--- config.mk ---
export PLATFORM = sky130hd
export DESIGN_NAME = integer_alu_div_mod_pow_unit
export DESIGN_NICKNAME = d
export VERILOG_FILES = /design/src/rtl/iadp_pkg.sv /design/src/rtl/iadp_seq.sv /design/src/rtl/iadp_dp.sv /design/src/rtl/integer_alu_div_mod_pow_unit.sv
export VERILOG_INCLUDE_DIRS = /design/src /design/src/rtl
export SDC_FILE = /design/constraint.sdc
export NUM_CORES = 2
export LEC_CHECK = 0
export ABC_AREA = 1
export BUFFER_PORTS_ARGS = -buffer_cell sky130_fd_sc_hd__buf_2
export CAP_MARGIN = 20
export CORE_ASPECT_RATIO = 0.5
export CORE_MARGIN = 2
export CORE_UTILIZATION = 30
export CTS_CLUSTER_SIZE = 30
export DETAILED_ROUTE_END_ITERATION = 10
export SLEW_MARGIN = 20
export SYNTH_ARGS = -nofsm -noshare
export SYNTH_HDL_FRONTEND = slang
export SYNTH_SLANG_ARGS = --single-unit
--- constraint.sdc ---
create_clock -name clk -period 10.1 [get_ports clk]
set_input_delay 1.01 -clock clk [delete_from_list [all_inputs] [get_ports clk]]
set_output_delay 1.01 -clock clk [all_outputs]
set_load 0.005 [all_outputs]
--- src/rtl/integer_alu_div_mod_pow_unit_assert.svh ---
// Assertion macros for the top level of the integer ALU.
`ifndef INTEGER_ALU_DIV_MOD_POW_UNIT_ASSERT_SVH
`define INTEGER_ALU_DIV_MOD_POW_UNIT_ASSERT_SVH

`ifndef SYNTHESIS
`define IADP_ASSERT_IMP(label, clk, rst_n, ante, cons) \
  label: assert property (@(posedge clk) disable iff (!rst_n) (ante) |-> (cons)) \
    else $error("implication check failed");
`define IADP_ASSERT_NEXT(label, clk, rst_n, ante, cons) \
  label: assert property (@(posedge clk) disable iff (!rst_n) (ante) |=> (cons)) \
    else $error("next-cycle check failed");
`else
`define IADP_ASSERT_IMP(label, clk, rst_n, ante, cons)
`define IADP_ASSERT_NEXT(label, clk, rst_n, ante, cons)
`endif

`endif

--- src/rtl/iadp_pkg.sv ---
// Package with payload types, microcode types and the control store of the integer ALU.
package iadp_pkg;

  localparam logic [2:0] OP_ADD = 3'd0;
  localparam logic [2:0] OP_SUB = 3'd1;
  localparam logic [2:0] OP_MUL = 3'd2;
  localparam logic [2:0] OP_DIV = 3'd3;
  localparam logic [2:0] OP_REM = 3'd4;
  localparam logic [2:0] OP_POW = 3'd5;

  typedef struct packed {
    logic [2:0]         opcode;
    logic signed [31:0] operand_a;
    logic signed [31:0] operand_b;
  } in_item_t;

  typedef struct packed {
    logic signed [31:0] result;
    logic               divide_by_zero;
  } out_item_t;

  typedef enum logic [3:0] {
    U_NOP,
    U_ADD,
    U_SUB,
    U_MUL,
    U_DIV_INIT,
    U_DIV_STEP,
    U_DIV_FIX,
    U_POW_INIT,
    U_POW_STEP,
    U_POW_DONE,
    U_ZERO,
    U_DZ,
    U_POW_TRIV
  } uop_t;

  typedef enum logic [2:0] {
    C_NONE,
    C_DISPATCH,
    C_A_ZERO,
    C_B_ZERO,
    C_POW_TRIV,
    C_LOOP
  } cond_t;

  localparam logic [3:0] A_DISPATCH  = 4'd0;
  localparam logic [3:0] A_ADD       = 4'd1;
  localparam logic [3:0] A_SUB       = 4'd2;
  localparam logic [3:0] A_MUL       = 4'd3;
  localparam logic [3:0] A_DIV_CHKA  = 4'd4;
  localparam logic [3:0] A_DIV_CHKB  = 4'd5;
  localparam logic [3:0] A_DIV_INIT  = 4'd6;
  localparam logic [3:0] A_DIV_STEP  = 4'd7;
  localparam logic [3:0] A_DIV_FIX   = 4'd8;
  localparam logic [3:0] A_POW_CHK   = 4'd9;
  localparam logic [3:0] A_POW_INIT  = 4'd10;
  localparam logic [3:0] A_POW_STEP  = 4'd11;
  localparam logic [3:0] A_POW_DONE  = 4'd12;
  localparam logic [3:0] A_ZERO      = 4'd13;
  localparam logic [3:0] A_DZ        = 4'd14;
  localparam logic [3:0] A_POW_TRIV  = 4'd15;

  localparam logic [4:0] DIV_STEPS_M1 = 5'd31;
  localparam logic [4:0] POW_STEPS_M1 = 5'd30;

  typedef struct packed {
    uop_t       uop;
    cond_t      cond;
    logic [3:0] target;
    logic       done;
    logic       ld_cnt;
    logic [4:0] cnt_val;
  } ucode_t;

  typedef struct packed {
    logic       exec;
    logic       done;
    uop_t       uop;
  } ctrl_t;

  typedef struct packed {
    logic [2:0] opcode;
    logic       a_zero;
    logic       b_zero;
    logic       pow_triv;
  } status_t;

  function automatic ucode_t cw(uop_t uop, cond_t cond, logic [3:0] target,
                                logic done, logic ld_cnt, logic [4:0] cnt_val);
    ucode_t w;
    w.uop     = uop;
    w.cond    = cond;
    w.target  = target;
    w.done    = done;
    w.ld_cnt  = ld_cnt;
    w.cnt_val = cnt_val;
    return w;
  endfunction

  function automatic ucode_t ucode_rom(logic [3:0] addr);
    ucode_t w;
    unique case (addr)
      A_DISPATCH: w = cw(U_NOP,      C_DISPATCH, A_DISPATCH, 1'b0, 1'b0, 5'd0);
      A_ADD:      w = cw(U_ADD,      C_NONE,     A_DISPATCH, 1'b1, 1'b0, 5'd0);
      A_SUB:      w = cw(U_SUB,      C_NONE,     A_DISPATCH, 1'b1, 1'b0, 5'd0);
      A_MUL:      w = cw(U_MUL,      C_NONE,     A_DISPATCH, 1'b1, 1'b0, 5'd0);
      A_DIV_CHKA: w = cw(U_NOP,      C_A_ZERO,   A_ZERO,     1'b0, 1'b0, 5'd0);
      A_DIV_CHKB: w = cw(U_NOP,      C_B_ZERO,   A_DZ,       1'b0, 1'b0, 5'd0);
      A_DIV_INIT: w = cw(U_DIV_INIT, C_NONE,     A_DISPATCH, 1'b0, 1'b1, DIV_STEPS_M1);
      A_DIV_STEP: w = cw(U_DIV_STEP, C_LOOP,     A_DIV_STEP, 1'b0, 1'b0, 5'd0);
      A_DIV_FIX:  w = cw(U_DIV_FIX,  C_NONE,     A_DISPATCH, 1'b1, 1'b0, 5'd0);
      A_POW_CHK:  w = cw(U_NOP,      C_POW_TRIV, A_POW_TRIV, 1'b0, 1'b0, 5'd0);
      A_POW_INIT: w = cw(U_POW_INIT, C_NONE,     A_DISPATCH, 1'b0, 1'b1, POW_STEPS_M1);
      A_POW_STEP: w = cw(U_POW_STEP, C_LOOP,     A_POW_STEP, 1'b0, 1'b0, 5'd0);
      A_POW_DONE: w = cw(U_POW_DONE, C_NONE,     A_DISPATCH, 1'b1, 1'b0, 5'd0);
      A_ZERO:     w = cw(U_ZERO,     C_NONE,     A_DISPATCH, 1'b1, 1'b0, 5'd0);
      A_DZ:       w = cw(U_DZ,       C_NONE,     A_DISPATCH, 1'b1, 1'b0, 5'd0);
      A_POW_TRIV: w = cw(U_POW_TRIV, C_NONE,     A_DISPATCH, 1'b1, 1'b0, 5'd0);
      default:    w = cw(U_ZERO,     C_NONE,     A_DISPATCH, 1'b1, 1'b0, 5'd0);
    endcase
    return w;
  endfunction

  function automatic logic [3:0] dispatch(logic [2:0] opcode);
    logic [3:0] addr;
    unique case (opcode)
      OP_ADD:  addr = A_ADD;
      OP_SUB:  addr = A_SUB;
      OP_MUL:  addr = A_MUL;
      OP_DIV:  addr = A_DIV_CHKA;
      OP_REM:  addr = A_DIV_CHKA;
      OP_POW:  addr = A_POW_CHK;
      default: addr = A_ZERO;
    endcase
    return addr;
  endfunction

endpackage

--- src/rtl/iadp_seq.sv ---
// Microcode sequencer: step counter, loop counter, control store and conditional jumps.
module iadp_seq (
  input  logic             clk,
  input  logic             rst_n,
  input  logic             start,
  input  logic             hold,
  input  iadp_pkg::status_t status,
  output iadp_pkg::ctrl_t   ctrl,
  output logic             busy
);
  import iadp_pkg::*;

  logic       busy_r, busy_nxt;
  logic [3:0] pc_r, pc_nxt;
  logic [4:0] cnt_r, cnt_nxt;
  ucode_t     word;
  logic       take;
  logic       exec;
  logic [3:0] target;

  assign word = ucode_rom(pc_r);
  assign exec = busy_r && !(word.done && hold);

  always_comb begin
    unique case (word.cond)
      C_NONE:     take = 1'b0;
      C_DISPATCH: take = 1'b1;
      C_A_ZERO:   take = status.a_zero;
      C_B_ZERO:   take = status.b_zero;
      C_POW_TRIV: take = status.pow_triv;
      C_LOOP:     take = (cnt_r != 5'd0);
      default:    take = 1'b0;
    endcase
  end

  assign target = (word.cond == C_DISPATCH) ? dispatch(status.opcode) : word.target;

  always_comb begin
    busy_nxt = busy_r;
    pc_nxt   = pc_r;
    cnt_nxt  = cnt_r;
    if (start) begin
      busy_nxt = 1'b1;
      pc_nxt   = A_DISPATCH;
    end else if (exec) begin
      if (word.done) begin
        busy_nxt = 1'b0;
        pc_nxt   = A_DISPATCH;
      end else begin
        pc_nxt = take ? target : pc_r + 4'd1;
      end
      if (word.ld_cnt) begin
        cnt_nxt = word.cnt_val;
      end else if (word.cond == C_LOOP) begin
        cnt_nxt = cnt_r - 5'd1;
      end
    end
  end

  always_ff @(posedge clk) begin
    if (!rst_n) begin
      busy_r <= 1'b0;
      pc_r   <= A_DISPATCH;
      cnt_r  <= 5'd0;
    end else begin
      busy_r <= busy_nxt;
      pc_r   <= pc_nxt;
      cnt_r  <= cnt_nxt;
    end
  end

  assign ctrl.exec = exec;
  assign ctrl.done = word.done;
  assign ctrl.uop  = word.uop;
  assign busy      = busy_r;

endmodule

--- src/rtl/iadp_dp.sv ---
// Datapath of the integer ALU: operand registers, shift-subtract divider and power unit.
module iadp_dp (
  input  logic               clk,
  input  logic               load,
  input  iadp_pkg::in_item_t in_item,
  input  iadp_pkg::ctrl_t    ctrl,
  output iadp_pkg::status_t  status,
  output iadp_pkg::out_item_t res_item
);
  import iadp_pkg::*;

  logic [2:0]  op_r;
  logic [31:0] a_r, b_r;
  logic [31:0] x_r, y_r, z_r;
  logic [32:0] trial;
  logic        fits;
  logic [31:0] mag_a, mag_b;
  logic [31:0] prod_ab, prod_xz, prod_zz;
  logic [31:0] res_nxt;
  logic        dz_nxt;

  assign mag_a   = a_r[31] ? (32'd0 - a_r) : a_r;
  assign mag_b   = b_r[31] ? (32'd0 - b_r) : b_r;
  assign trial   = {x_r, y_r[31]};
  assign fits    = (trial >= {1'b0, z_r});
  assign prod_ab = a_r * b_r;
  assign prod_xz = x_r * z_r;
  assign prod_zz = z_r * z_r;

  always_ff @(posedge clk) begin
    if (load) begin
      op_r <= in_item.opcode;
      a_r  <= in_item.operand_a;
      b_r  <= in_item.operand_b;
    end else if (ctrl.exec) begin
      unique case (ctrl.uop)
        U_DIV_INIT: begin
          x_r <= 32'd0;
          y_r <= mag_a;
          z_r <= mag_b;
        end
        U_DIV_STEP: begin
          x_r <= fits ? 32'(trial - {1'b0, z_r}) : trial[31:0];
          y_r <= {y_r[30:0], fits};
        end
        U_POW_INIT: begin
          x_r <= 32'd1;
          y_r <= b_r;
          z_r <= a_r;
        end
        U_POW_STEP: begin
          if (y_r[0]) begin
            x_r <= prod_xz;
          end
          z_r <= prod_zz;
          y_r <= {1'b0, y_r[31:1]};
        end
        default: begin
        end
      endcase
    end
  end

  always_comb begin
    res_nxt = 32'd0;
    dz_nxt  = 1'b0;
    unique case (ctrl.uop)
      U_ADD:      res_nxt = a_r + b_r;
      U_SUB:      res_nxt = a_r - b_r;
      U_MUL:      res_nxt = prod_ab;
      U_DIV_FIX: begin
        if (op_r == OP_DIV) begin
          res_nxt = (a_r[31] ^ b_r[31]) ? (32'd0 - y_r) : y_r;
        end else begin
          res_nxt = a_r[31] ? (32'd0 - x_r) : x_r;
        end
      end
      U_POW_DONE: res_nxt = x_r;
      U_DZ:       dz_nxt  = 1'b1;
      U_POW_TRIV: res_nxt = (b_r == 32'd0) ? 32'd1 : ((a_r == 32'd0) && (b_r != 32'd1)) ? 32'd0 : a_r;
      default:    res_nxt = 32'd0;
    endcase
  end

  assign status.opcode   = op_r;
  assign status.a_zero   = (a_r == 32'd0);
  assign status.b_zero   = (b_r == 32'd0);
  assign status.pow_triv = (b_r == 32'd0) || (b_r == 32'd1) || (a_r == 32'd0) || b_r[31];

  assign res_item.result         = res_nxt;
  assign res_item.divide_by_zero = dz_nxt;

endmodule

--- src/rtl/integer_alu_div_mod_pow_unit.sv ---
// Top level of the microcoded 32-bit integer ALU with divide, remainder and power.
//
// The input channel (in_valid, in_stall, in_data) carries an opcode and two
// signed 32-bit operands; the result channel (out_valid, out_stall, out_data)
// returns one wrapped 32-bit result and a divide-by-zero flag per item.
// A transfer happens on a rising edge with valid high and stall low.
// One item is worked on at a time; in_stall is high while the sequencer runs.
// Microcode steps per item: add, subtract, multiply and unused opcodes run
// dispatch and then the operation; divide and remainder run one shift-subtract
// step per dividend bit plus dispatch, checks, setup and sign fix; power runs 31
// square-and-multiply steps plus dispatch, check, setup and result; a zero dividend,
// a zero divisor, a zero base and trivial exponents end after their checks.
// in_stall drops at the same edge that registers the result, so the unit can
// take a new item while that result still waits in the output register.
// A finished result waits in the output register while out_stall is high;
// the sequencer holds on its final step until the register can take it.
// Synchronous reset clears the sequencer and the output valid flag.
module integer_alu_div_mod_pow_unit (
  input  logic                 clk,
  input  logic                 rst_n,
  input  logic                 in_valid,
  output logic                 in_stall,
  input  iadp_pkg::in_item_t   in_data,
  output logic                 out_valid,
  input  logic                 out_stall,
  output iadp_pkg::out_item_t  out_data
);
  import iadp_pkg::*;

  `include "integer_alu_div_mod_pow_unit_assert.svh"

  logic      busy;
  logic      start;
  logic      hold;
  logic      fire;
  ctrl_t     ctrl;
  status_t   status;
  out_item_t res_item;
  logic      out_valid_r;
  out_item_t out_data_r;

  assign in_stall = busy;
  assign start    = in_valid && !busy;
  assign hold     = out_valid_r && out_stall;
  assign fire     = ctrl.exec && ctrl.done;

  iadp_seq u_seq (
    .clk    (clk),
    .rst_n  (rst_n),
    .start  (start),
    .hold   (hold),
    .status (status),
    .ctrl   (ctrl),
    .busy   (busy)
  );

  iadp_dp u_dp (
    .clk      (clk),
    .load     (start),
    .in_item  (in_data),
    .ctrl     (ctrl),
    .status   (status),
    .res_item (res_item)
  );

  always_ff @(posedge clk) begin
    if (!rst_n) begin
      out_valid_r <= 1'b0;
    end else if (fire) begin
      out_valid_r <= 1'b1;
    end else if (!out_stall) begin
      out_valid_r <= 1'b0;
    end
    if (fire) begin
      out_data_r <= res_item;
    end
  end

  assign out_valid = out_valid_r;
  assign out_data  = out_data_r;

  `IADP_ASSERT_NEXT(a_start_busy, clk, rst_n, start, busy)
  `IADP_ASSERT_IMP(a_no_overwrite, clk, rst_n, fire, !(out_valid_r && out_stall))
  `IADP_ASSERT_IMP(a_dz_zero, clk, rst_n, out_valid && out_data.divide_by_zero, ~|out_data.result)
  `IADP_ASSERT_IMP(a_fire_busy, clk, rst_n, ctrl.exec, busy)

endmodule

== Word-level counts from Yosys, hierarchy flattened ==
Memories as Yosys holds them, arrays and structs flattened. A register that Yosys moved wholly into a read port is not among the register bits.
Index checks and enable logic that the tools add are counted.

* Bits in registers: 207
* Bits in read-only memories: 288
* Input port bits: 71
* Output and inout bits: 35
* Memories: 1

{| class="wikitable"
|+ Memory list
! memory !! words !! bits a word !! rd ports !! clocked after Yosys merged registers in !! write ports !! line !! source
|-
| (name not given) || 16 || 18 || 1 || 1 || 0 || iadp_pkg.sv:103 || <nowiki>unique case (addr)</nowiki>
|}

* Add/subtract/negate cells: 9
* Multiply operators: 3
* Magnitude comparators: 1
* Eq/ne operators: 25
* Muxes and demuxes: 28
* Bitwise gates (word level): 3
* Reduce and logical (&&, ||, !) cells: 27

{| class="wikitable"
|+ Operators by type and width
! kind !! number
|-
| 2-to-1 mux 32 bit || 9
|-
| case mux 32 bit (4 select lines) || 2
|-
| case mux 32 bit (6 select lines) || 1
|-
| subtractor 1 x 32 -> 32 bit, first input constant || 4
|-
| multiplier 32 x 32 -> 32 bit || 3
|-
| case mux 32 bit (3 select lines) || 1
|-
| zero test 32 bit || 2
|-
| subtractor 32 bit || 2
|-
| >= comparator 33 x 32 -> 1 bit || 1
|-
| adder 32 bit || 1
|-
| equality test 32 x 1 -> 1 bit, second input constant || 1
|-
| != test 32 x 1 -> 1 bit, second input constant || 1
|-
| 2-to-1 mux 4 bit || 5
|-
| case mux 4 bit (5 select lines) || 1
|-
| equality test 4 x 3 -> 1 bit, second input constant || 4
|-
| equality test 4 bit, second input constant || 4
|-
| equality test 3 x 2 -> 1 bit, second input constant || 4
|-
| equality test 3 bit, second input constant || 4
|-
| 2-to-1 mux 5 bit || 2
|-
| AND reduction 3 bit || 3
|-
| equality test 4 x 2 -> 1 bit, second input constant || 2
|-
| equality test 3 x 1 -> 1 bit, second input constant || 2
|-
| logical AND 1 bit || 6
|-
| 2-to-1 mux 1 bit || 6
|-
| other kinds (17) || 25
|}

== Longest topological paths before layout ==
* Depth in word-level cells: 9
* Depth in mapped cells: 33
* Gate-level depth less buffers: 31

== Hierarchy ==
Synthesis repeated with hierarchy kept, for this count alone.

* Cells, all modules: 8895
* Area, all modules: 66073.4 um^2

{| class="wikitable"
|+ Modules (own cells, without submodules)
! module !! instances !! cells each !! area an instance (um^2) !! sequential area each (um^2)
|-
| iadp_dp || 1 || 8656 || 63588.5 || 4894.7
|-
| iadp_seq || 1 || 197 || 1438.9 || 480.5
|-
| integer_alu_div_mod_pow_unit || 1 || 42 || 1046.0 || 1011.0
|}

== Least setup slack after synthesis ==
No wires, ideal clock.

* Kind: reg-to-reg
* Start: register u_dp.z_r[5]
* End: register u_dp.z_r[29] (data pin)
* Arrival: 6873 ps
* Data required time: 9839 ps
* Setup slack: 2966 ps
* Cell stages (with the launch flop): 28
* Buffers on the path: 3
* Period minus slack after synthesis: 7134 ps
* Cells stage by stage: edfxtp_1 -> clkbuf_1 -> clkbuf_1 -> clkbuf_1 -> nand2_1 -> fa_1 -> inv_1 -> fa_1 -> fa_1 -> inv_1 -> fa_1 -> inv_1 -> fa_1 -> inv_1 -> fa_1 -> inv_1 -> fa_1 -> fa_1 -> ha_1 -> a21oi_1 -> a21oi_1 -> nor2_1 -> nand3_1 -> a21oi_1 -> o21bai_1 -> or2_2 -> nand3_1 -> nand3_1

* Word-level cells in the longest chain between the ends: 2

{| class="wikitable"
|+ Ends and longest elaborated chain
! what !! line !! source
|-
| start: declaration || iadp_dp.sv:14 || <nowiki>logic [31:0] x_r, y_r, z_r;</nowiki>
|-
| start signal: assignment || iadp_dp.sv:40 || <nowiki>z_r <= mag_b;</nowiki>
|-
| start signal: assignment || iadp_dp.sv:49 || <nowiki>z_r <= a_r;</nowiki>
|-
| start signal: assignment || iadp_dp.sv:55 || <nowiki>z_r <= prod_zz;</nowiki>
|-
| multiplier 32 x 32 -> 32 bit || iadp_dp.sv:28 || <nowiki>assign prod_zz = z_r * z_r;</nowiki>
|-
| case mux 32 bit (3 select lines) || iadp_dp.sv:36 || <nowiki>unique case (ctrl.uop)</nowiki>
|}

No other way between the ends.
A chain may end at the register's enable or synchronous reset.

==> summary.md <==
| Metric | Value |
|---|---|
| Run status | `finished clean` |
| Worst r2r src | `u_dp.b_r[3]$_DFFE_PP_` |
| Fill count | `between 20000 and 25000` |
| Final cell area excluding filler cells | `0.0697 mm2` |
| Destination of the worst register-to-register timing path | `out_data[22]$_DFFE_PP_` |
| Clock latency on the worst-skew pair | `around 0.66 ns` |
| Clk sink count | `around 220` |
| Horizontal die dimension | `662 um` |
| Warnings from Yosys | `0` |
| Bufs and invs on worst path | `6` |
| Number of synthesized flops with an enable pin | `approximately 200` |
| DPL Wire Length | `180000 um` |
| Avg WL per Cell | `20.2 um` |
| Endpoint of the worst hold-timing path | `u_seq.cnt_r[0]$_SDFFE_PN0P_` |
| Number of hold buffers added after cts | `0` |
| Slack of the worst reg-to-reg path | `2.01 ns` |
| Total number of H-tree levels | `1` |
| Relative area change from synthesis to final layout | `7.24%` |
| Count of mapped cells out of synthesis | `8466` |
| Prevailing post-synth register cell | `sky130_fd_sc_hd__edfxtp_1` |
| Initial antenna violation count | `4` |
| Residual overflow from global routing | `0` |
| RD Place Congestion | `1.00` |
| Num rows | `120` |
| Starting utilization of the core area | `0.303` |
| Via count of the first global-routing pass | `56500` |
| Utilization after layout | `0.325` |
| Die area | `between 0.2 and 0.25 mm2` |
| Start point of the worst hold path | `u_seq.word[0]$_SDFF_PP0_` |
| Cell repeated most along the worst path | `sky130_fd_sc_hd__fa_1` |
| Fraction of final layout cells with drive strength greater than 1 | `0.0541` |
| Cells traversed along the worst timing path | `buf_4 > nand2_1 > inv_1 > fa_1 > inv_1 > fa_1 > fa_1 > fa_1 > inv_1 > fa_1 > inv_1 > fa_1 > inv_1 > fa_1 > fa_1 > ha_1 > a21oi_1 > o21ai_0 > a21oi_1 > nand3_1 > o21ai_0 > nand4_1` |
| Sequential cell area fraction in the yosys report | `0.0983` |
| Clock tree root driver cell | `sky130_fd_sc_hd__clkbuf_16` |
| Total standard cell area after synthesis | `0.0650 mm2` |
| Global routing usage summed across all routing layers | `0.206` |
| Tightest slew margin relative to the limit | `0.246` |
| FMAX | `124 MHz` |
| Leading cell type by number of instances after synthesis | `sky130_fd_sc_hd__inv_1` |
| 1st-pass router iterations | `6` |
| Post-route clock skew | `0.0515 ns` |
| Area taken by flip-flops and latches | `0.00639 mm2` |
| Remaining number of nets flagged by the antenna check after routing | `0` |
| TritonCTS clock tree | `built` |
| Number of nets at the end of the flow | `10100` |
| Wire length of the first global-routing pass | `347000 um` |
| Worst-path cell with the longest stage delay | `sky130_fd_sc_hd__edfxtp_1` |
| Placed Instance Area | `0.0687 mm2` |
| Class of the tightest hold or removal check | `flop to flop` |
| Data arrival time at the worst-slack endpoint | `8.40 ns` |
| Number of gates given a new drive strength after cts | `0` |
| Port Buf Inserts | `105` |
| Worst hold stages | `2` |
| Count of vias placed by the detailed router | `54900` |
| Final Hold Vio Count | `0` |
| Residual DRC count | `0` |
| Critical Path Fanout Max | `20` |
| Async S/R FF share, synth | `0` |
| Kind of cell adding the most delay to the critical path | `adder cells` |
| Overall die height | `about 330 um` |
| Clk pin slew, worst setup/hold paths | `0.07 ns` |
| Synth Net Count | `~10000` |
| Worst Max-Slew Pin Slew | `1.13 ns` |
| Unrepaired setup endpoints after global routing | `no` |
| Post-detailed-routing wire length | `227000 um` |
| Cell types with the largest area share after synthesis | `sky130_fd_sc_hd__fa_1 37%, sky130_fd_sc_hd__inv_1 13%, sky130_fd_sc_hd__nand2_1 12%` |
| Average instance area after synthesis | `7.67 um2` |
| Max-cap viol count | `0` |
| Critical path capture point type | `flop` |
| Fraction of post-synthesis cell area in the top cell type by area | `0.366` |
| Type of origin of the critical path | `flop` |
| Period minus WS final | `8.09 ns` |
| Num CTS Buffers | `29` |
| Final clock period utilization by the worst path | `0.801` |
| Kind of critical path | `flop to flop` |
| Count of cells along the worst register-to-register path | `22` |
| Yosys cell types | `74` |
| Postcts setup bufs | `0` |
| Number of failing setup endpoints in the final timing report | `0` |
| Largest net degree at the start of global routing | `65` |
| Yosys reg bits | `221` |
| Final-report max-slew violation count | `0` |
| Maximum cell stage delay along the critical path | `0.97 ns` |
| Worst EP required | `10.41 ns` |
| Number of logic stages on the critical path including buffering | `22` |
| I/O pin total | `106` |
| Initial detailed-routing violation count | `around 5000` |
| Maximum clock insertion buffer count | `3` |
| Placeable core region | `between 0.2 and 0.25 mm2` |
| Most frequent cells after synthesis | `2317 x sky130_fd_sc_hd__inv_1, 2014 x sky130_fd_sc_hd__nand2_1, 1186 x sky130_fd_sc_hd__fa_1` |
| Cell type with the largest total area after synthesis | `sky130_fd_sc_hd__fa_1` |
| Critical Path Start | `u_dp.b_r[3]$_DFFE_PP_` |
| Detailed-route vias per instance | `4.88` |
| Sum Neg Setup Slack | `0 ns` |
| Area of the multi-input gates | `between 0.04 and 0.05 mm2` |
## metal layers
metal,global-route usage,vias up,wire (um)
li1,-,24900,-
met1,0.274,27200,94100
met2,0.339,2321,105000
met3,0.0297,452,18200
met4,0.0812,4,10400
met5,0,-,27
## worst max path at each step
stage                             end  slack (ns)
2_1_floorplan  u_dp.z_r[29]$_DFFE_PP_        2.97
3_3_place_gp   u_dp.z_r[30]$_DFFE_PP_        2.11
3_5_place_dp   u_dp.z_r[30]$_DFFE_PP_        2.07
4_1_cts        u_dp.z_r[30]$_DFFE_PP_        2.05
5_1_grt        u_dp.x_r[31]$_DFFE_PP_        1.73
6_report       out_data[22]$_DFFE_PP_        2.01
## worst register-to-register path, cell delays in order, from the launching register on
cell and delay (ns):
sky130_fd_sc_hd__edfxtp_1 0.97, sky130_fd_sc_hd__buf_4 0.36, sky130_fd_sc_hd__nand2_1 0.08, sky130_fd_sc_hd__inv_1 0.11, sky130_fd_sc_hd__fa_1 0.42, sky130_fd_sc_hd__inv_1 0.08
sky130_fd_sc_hd__fa_1 0.43, sky130_fd_sc_hd__fa_1 0.49, sky130_fd_sc_hd__fa_1 0.56, sky130_fd_sc_hd__inv_1 0.06, sky130_fd_sc_hd__fa_1 0.49, sky130_fd_sc_hd__inv_1 0.05
sky130_fd_sc_hd__fa_1 0.52, sky130_fd_sc_hd__inv_1 0.05, sky130_fd_sc_hd__fa_1 0.51, sky130_fd_sc_hd__fa_1 0.42, sky130_fd_sc_hd__ha_1 0.35, sky130_fd_sc_hd__a21oi_1 0.20
sky130_fd_sc_hd__o21ai_0 0.10, sky130_fd_sc_hd__a21oi_1 0.23, sky130_fd_sc_hd__nand3_1 0.18, sky130_fd_sc_hd__o21ai_0 0.76, sky130_fd_sc_hd__nand4_1 0.34
## area by class of cell
class	count	share of cell area
clock inverter	20	0.00277
clock buffer	32	0.0106
multi-input combinational	5516	0.693
inverter	2332	0.126
antenna	1	0.0000359
tap	2867	0.0515
sequential	221	0.0917
timing repair buffer	258	0.0250
## per-stage QoR
stage	std cells	hold slack [ns]	worst slack, ns
after floorplan	8466	0.440	2.97
after global placement	11200	0.456	2.11
after detailed placement	11200	0.479	2.07
after CTS	11200	0.486	2.05
after global routing	11200	0.512	1.73
final	11200	0.481	2.01
## cell usage in the layout (no fill, tap or decap), types with 9 or more instances in the layout
cell type,n
sky130_fd_sc_hd__nor2_2,18
sky130_fd_sc_hd__o21bai_1,15
sky130_fd_sc_hd__o2111ai_1,25
sky130_fd_sc_hd__a21oi_1,315
sky130_fd_sc_hd__edfxtp_1,196
sky130_fd_sc_hd__a21o_1,15
sky130_fd_sc_hd__nand3b_1,12
sky130_fd_sc_hd__o21ai_1,21
sky130_fd_sc_hd__fa_1,1186
sky130_fd_sc_hd__nand2_1,2014
sky130_fd_sc_hd__a32oi_1,28
sky130_fd_sc_hd__o21ai_2,20
sky130_fd_sc_hd__a31oi_1,24
sky130_fd_sc_hd__dfxtp_1,25
sky130_fd_sc_hd__nor2_1,268
sky130_fd_sc_hd__inv_2,10
sky130_fd_sc_hd__nand3_1,197
sky130_fd_sc_hd__buf_2,105
sky130_fd_sc_hd__xnor2_1,86
sky130_fd_sc_hd__nor4_1,14
sky130_fd_sc_hd__or2_2,31
sky130_fd_sc_hd__o21ai_0,291
sky130_fd_sc_hd__clkbuf_16,29
sky130_fd_sc_hd__nor2_4,9
sky130_fd_sc_hd__buf_4,148
sky130_fd_sc_hd__o221ai_1,14
sky130_fd_sc_hd__o31ai_1,10
sky130_fd_sc_hd__inv_1,2316
sky130_fd_sc_hd__o211ai_1,44
sky130_fd_sc_hd__ha_1,464
sky130_fd_sc_hd__nand2_2,20
sky130_fd_sc_hd__xor2_1,141
sky130_fd_sc_hd__o22ai_1,14
sky130_fd_sc_hd__nor3_1,67
sky130_fd_sc_hd__o21a_1,11
sky130_fd_sc_hd__nand4_1,56
## cells by family (layout without fill, tap and decap cells)
| logic type | Yosys count | after routing | synth area share |
|---|---|---|---|
| flip-flops | 221 | 221 | 0.0983 |
| multiplexers | 3 | 3 | 0.000462 |
| AO/OA/AOI/OAI | 894 | 894 | 0.0817 |
| other | 0 | 1 | 0 |
| AND/OR/NAND/NOR | 2741 | 2741 | 0.174 |
| buffers and inverters | 2729 | 2642 | 0.160 |
| XOR/XNOR | 228 | 228 | 0.0310 |
| adder cells (fa/ha/maj) | 1650 | 1650 | 0.455 |
## sequential cells by signal, indices dropped and copies added, names as in the netlist
signal and flops:
u_dp.z_r 32, u_dp.x_r 32, out_valid 1, u_seq.word 14, u_dp.y_r 32, u_seq.cnt_r 5
u_dp.op_r 3, u_seq.pc_r 4, u_dp.b_r 32, out_data 33, u_seq.busy 1, u_dp.a_r 32
Power is left out: the tool's default activity adds up to more than one toggle a clock period on the data nets, which glitch-free logic cannot reach.
